File: src/rtl/core/sfmt_pkg.sv
// ----------------------------------------------------------------------------
// SFMT-19937 generator package
// Shared constants and types for the generator core and its submodules.
// ----------------------------------------------------------------------------
`default_nettype none

package sfmt_pkg;

    localparam int unsigned STATE_ENTRIES = 156;
    localparam int unsigned WORDS64       = 2 * STATE_ENTRIES;
    localparam int unsigned RECUR_POS     = 122;
    localparam int unsigned LANE_SHL      = 18;
    localparam int unsigned LANE_SHR      = 11;
    localparam int unsigned ADDR_W        = $clog2(STATE_ENTRIES);
    localparam int unsigned POS_W         = $clog2(WORDS64 + 1);

    localparam logic [63:0]  INIT_MULT  = 64'd6364136223846793005;
    localparam logic [31:0]  PARITY_TOP = 32'h13c9e684;
    localparam logic [127:0] LANE_MASK  =
        {32'hbffffff6, 32'hbffaffff, 32'hddfecb7f, 32'hdfffffef};

    typedef logic [1:0] t_op;
    localparam t_op OP_RAW    = 2'd0;
    localparam t_op OP_BOUND  = 2'd1;
    localparam t_op OP_FRAC   = 2'd2;
    localparam t_op OP_RESEED = 2'd3;

    typedef logic [ADDR_W-1:0] t_addr;
    typedef logic [127:0]      t_entry;

    typedef struct packed {
        logic   we;
        t_addr  waddr;
        t_entry wdata;
        t_addr  raddr;
    } t_mem_req;

    function automatic t_entry recur(input t_entry a, input t_entry b,
                                     input t_entry c, input t_entry d);
        t_entry x;
        t_entry y;
        t_entry r;
        x = a << 8;
        y = c >> 8;
        for (int k = 0; k < 4; k++) begin
            r[32*k +: 32] = a[32*k +: 32] ^ x[32*k +: 32]
                          ^ ((b[32*k +: 32] >> LANE_SHR) & LANE_MASK[32*k +: 32])
                          ^ y[32*k +: 32] ^ (d[32*k +: 32] << LANE_SHL);
        end
        return r;
    endfunction

endpackage

`default_nettype wire

File: src/rtl/core/sfmt_mul64.sv
// ----------------------------------------------------------------------------
// SFMT seed multiplier
// 64x64 low-half product by the init constant, three 32x32 partials over stages.
// ----------------------------------------------------------------------------
`default_nettype none

module sfmt_mul64 (
    input  wire logic        i_clk,
    input  wire logic [63:0] i_a,
    output logic [63:0]      o_p
);
    import sfmt_pkg::*;

    logic [63:0] r_ll;
    logic [31:0] r_lh;
    logic [31:0] r_hl;

    always_ff @(posedge i_clk) begin
        r_ll <= 64'(i_a[31:0]) * 64'(INIT_MULT[31:0]);
        r_lh <= 32'(i_a[31:0] * INIT_MULT[63:32]);
        r_hl <= 32'(i_a[63:32] * INIT_MULT[31:0]);
        o_p  <= r_ll + {r_lh + r_hl, 32'd0};
    end

endmodule

`default_nettype wire

File: config.mk
export PLATFORM = sky130hd
export DESIGN_NAME = sfmt_mul64
export DESIGN_NICKNAME = d
export VERILOG_FILES = /design/src/rtl/core/sfmt_pkg.sv /design/src/rtl/core/sfmt_mul64.sv
export SDC_FILE = /design/constraint.sdc
export NUM_CORES = 2
export LEC_CHECK = 0
export ABC_AREA = 0
export BUFFER_PORTS_ARGS = -buffer_cell sky130_fd_sc_hd__buf_2
export CORE_AREA = 2 2 295 297
export CTS_BUF_LIST = sky130_fd_sc_hd__clkbuf_2
export CTS_CLUSTER_DIAMETER = 60
export CTS_CLUSTER_SIZE = 14
export DETAILED_ROUTE_END_ITERATION = 6
export DIE_AREA = 0 0 297 299
export PLACE_DENSITY = 0.62
export SLEW_MARGIN = 10
export SYNTH_ARGS = -nofsm -noshare
export SYNTH_HDL_FRONTEND = slang
export SYNTH_SLANG_ARGS = --single-unit
File: constraint.sdc
create_clock -name i_clk -period 8.7 [get_ports i_clk]
set_input_delay 0.87 -clock i_clk [delete_from_list [all_inputs] [get_ports i_clk]]
set_output_delay 0.87 -clock i_clk [all_outputs]
set_load 0.02 [all_outputs]
==> impl_metrics.tcl <==
set metrics [dict create \
    synth_area_leaders "fa_1 (40%), ha_1 (23%), inv_1 (11%), dfxtp_1 (9.0%), xnor2_1 (3.5%)" \
    num_vias 27683 \
    drive_gt1_share_pct 5.01 \
    crit_type "in -> reg" \
    track_usage_pct 27.0 \
    synth_edf_count 0 \
    async_reset_ff_share_pct 0 \
    syn_inst 4065 \
    cts_hold_buf 0 \
    cts.clk_slew.worst_paths_ns 0.33 \
    die_area_sq_mm 0.0888 \
    worstMarginPinSlew_ns 0.866 \
    start_util_pct 47.5 \
    final_util_pct 50.4 \
    required_ns 9.51 \
    crit_chain "buf_2 > inv_1 > fa_1 > inv_1 > fa_1 > fa_1 > inv_1 > fa_1 > inv_1 > fa_1 > fa_1 > fa_1 > fa_1 > ha_1 > nand3_1 > o31a_1 > a211oi_1 > o21ai_0 > o211ai_1 > a31oi_1 > xnor2_1" \
    worstSetupStartpointType "input pin" \
    grt_overflow 0 \
    final_max_slew_viol_count 0 \
    timing.fmax_mhz 132 \
    area_growth_pct 6.08 \
    netlist.area_leader.share_pct 39.8 \
    worst_path_most_repeated_cell "fa_1" \
    ios 129 \
    grt_pass1_vias 29925 \
    crit_path_max_incr_delay_ns 0.75 \
    num_rows 108 \
    postSynthAreaPerCell_sq_um 10.0 \
    vias_per_cell 5.14 \
    firstDrtPassIters 7 \
    netlist_area_sq_mm 0.0408 \
    antenna_cells 0 \
    crit_arrival_ns 8.38 \
    final_area_sq_mm 0.0433 \
    antenna_found_initial 3 \
    synth_cell_types 70 \
    clk_path_buf_depth 2 \
    syn-num-nets 5690 \
    tns_ns 0 \
    synthFlopType "dfxtp_1" \
    drc 0 \
    rsz0062_at_grt "no" \
    yosysSeqAreaShare_pct 8.98 \
    min_period_ns 7.57 \
    portBuffers 128 \
    postRouteAntennaNets 0 \
    setup_viol 0 \
    critPathTopFamily "adder cells" \
    yosysWarnings 0 \
    worst-path-buf-inv 5 \
    max_cap_violations 0 \
    relSlewSlack_pct 41.9 \
    cts_setup_buffers 0 \
    tritoncts "yes" \
    core_area_sq_mm 0.0859 \
    skew_ns 0.0511 \
    finalHoldViolCount 0 \
    placed_cell_area_sq_mm 0.0430 \
    place_congestion 1.00 \
    die_w_um 297 \
    totalWireLength_um 114000 \
    cts_buffers 17 \
    worst_path_max_delay_cell "a211oi_1" \
    cts.sinks 183 \
    cp-end-kind "flop" \
    min_path_type "in -> reg" \
    hold_slack_ns 0.310 \
    htreeDepth 4 \
    clk_latency_ns 0.91 \
    die_h_um 299 \
    fin_crit_sh_pct 87.0 \
    synth_top_cell_by_area "fa_1" \
    drt_iter0_markers 1721 \
    dp_hpwl_um 104000 \
    grt_pass1_wl_um 179000 \
    crit_fanout 8 \
    synth_seq_cells 183 \
    clock-root-buffer "clkbuf_2" \
    post_cts_resized 0 \
    grt_max_degree 23 \
    status "completed" \
    drt-wirelength-per-cell_um 21.2 \
    fin_nets 5840 \
]
## stage by stage
step           instances  setup WS (ns)
2_1_floorplan       4065           1.35
3_3_place_gp        5351          0.486
3_5_place_dp        5351          0.378
4_1_cts             5383           1.39
5_1_grt             5383          0.975
6_report            5383           1.13
## state kept, by name (all words and copies together), names as in the netlist
name  flops
r_lh     32
r_hl     32
o_p      64
r_ll     55
## final cells by class
cell class | count | area, sq um
Multi-Input combinational cell | 2615 | 32400
Tap cell | 1155 | 1450
Sequential cell | 183 | 3660
Timing Repair Buffer | 153 | 828
Clock inverter | 15 | 206
Fill cell | 8130 | 42600
Clock buffer | 17 | 85.1
Inverter | 1245 | 4670
## cells in the final DEF, fill, tap and decap left out, drive strengths merged, types with 14 or more instances in the layout
master,synthesis,routed
fa,812,812
o21a,20,20
a211oi,25,25
nor2,86,86
or3,14,14
xnor2,164,164
nor3,31,31
nand4,19,19
o21bai,28,28
ha,748,748
and3,15,15
nand2,92,92
nor2b,19,19
xor2,53,53
nand2b,16,16
nand3,30,30
a21o,68,68
clkbuf,20,17
a21oi,154,154
dfxtp,183,183
inv,1245,1256
buf,2,153
o21ai,85,85
## synth_stat cells (all sizes together), types with 6 or more instances
master and count:
inv 1245, fa 812, ha 748, dfxtp 183, xnor2 164, a21oi 154
nand2 92, nor2 86, o21ai 85, a21o 68, xor2 53, nor3 31
nand3 30, o21bai 28, a211oi 25, clkbuf 20, o21a 20, nand4 19
nor2b 19, nand2b 16, and3 15, or3 14, a31oi 13, o211ai 11
or2 10, a211o 8, a2111oi 7, o31ai 7, a311oi 6
## logic make-up after synthesis
| kind of cell | synth area share (%) |
|---|---|
| xor gates and xnor gates | 4.66 |
| AOI/OAI and AO/OA | 7.66 |
| adders and majority gates | 62.8 |
| DFF | 8.98 |
| and+or+nand+nor | 4.27 |
| buffers and inverters | 11.7 |
| muxes | 0.0245 |
## worst paths after layout
path | start | end | slack [ns] | cells past startpoint
setup / recovery | i_a[8] | r_ll[48]$_DFF_P_ | 1.13 | 21
hold / removal | i_a[33] | r_hl[1]$_DFF_P_ | 0.31 | 1
setup reg to reg | r_lh[0]$_DFF_P_ | o_p[63]$_DFF_P_ | 3.49 | 17
hold reg to reg | r_ll[24]$_DFF_P_ | o_p[24]$_DFF_P_ | 0.33 | 0
## routing by layer
layer	routed length (um)	up-vias	global-route usage [%]
met4	5580	0	10.7
met2	50400	755	41.9
met5	0	-	0
met3	6750	178	4.06
met1	51700	13867	38.1
li1	-	12883	-
Power is not shown: default switching activity piles up to over one toggle a cycle in this logic, so the estimate is an artifact.
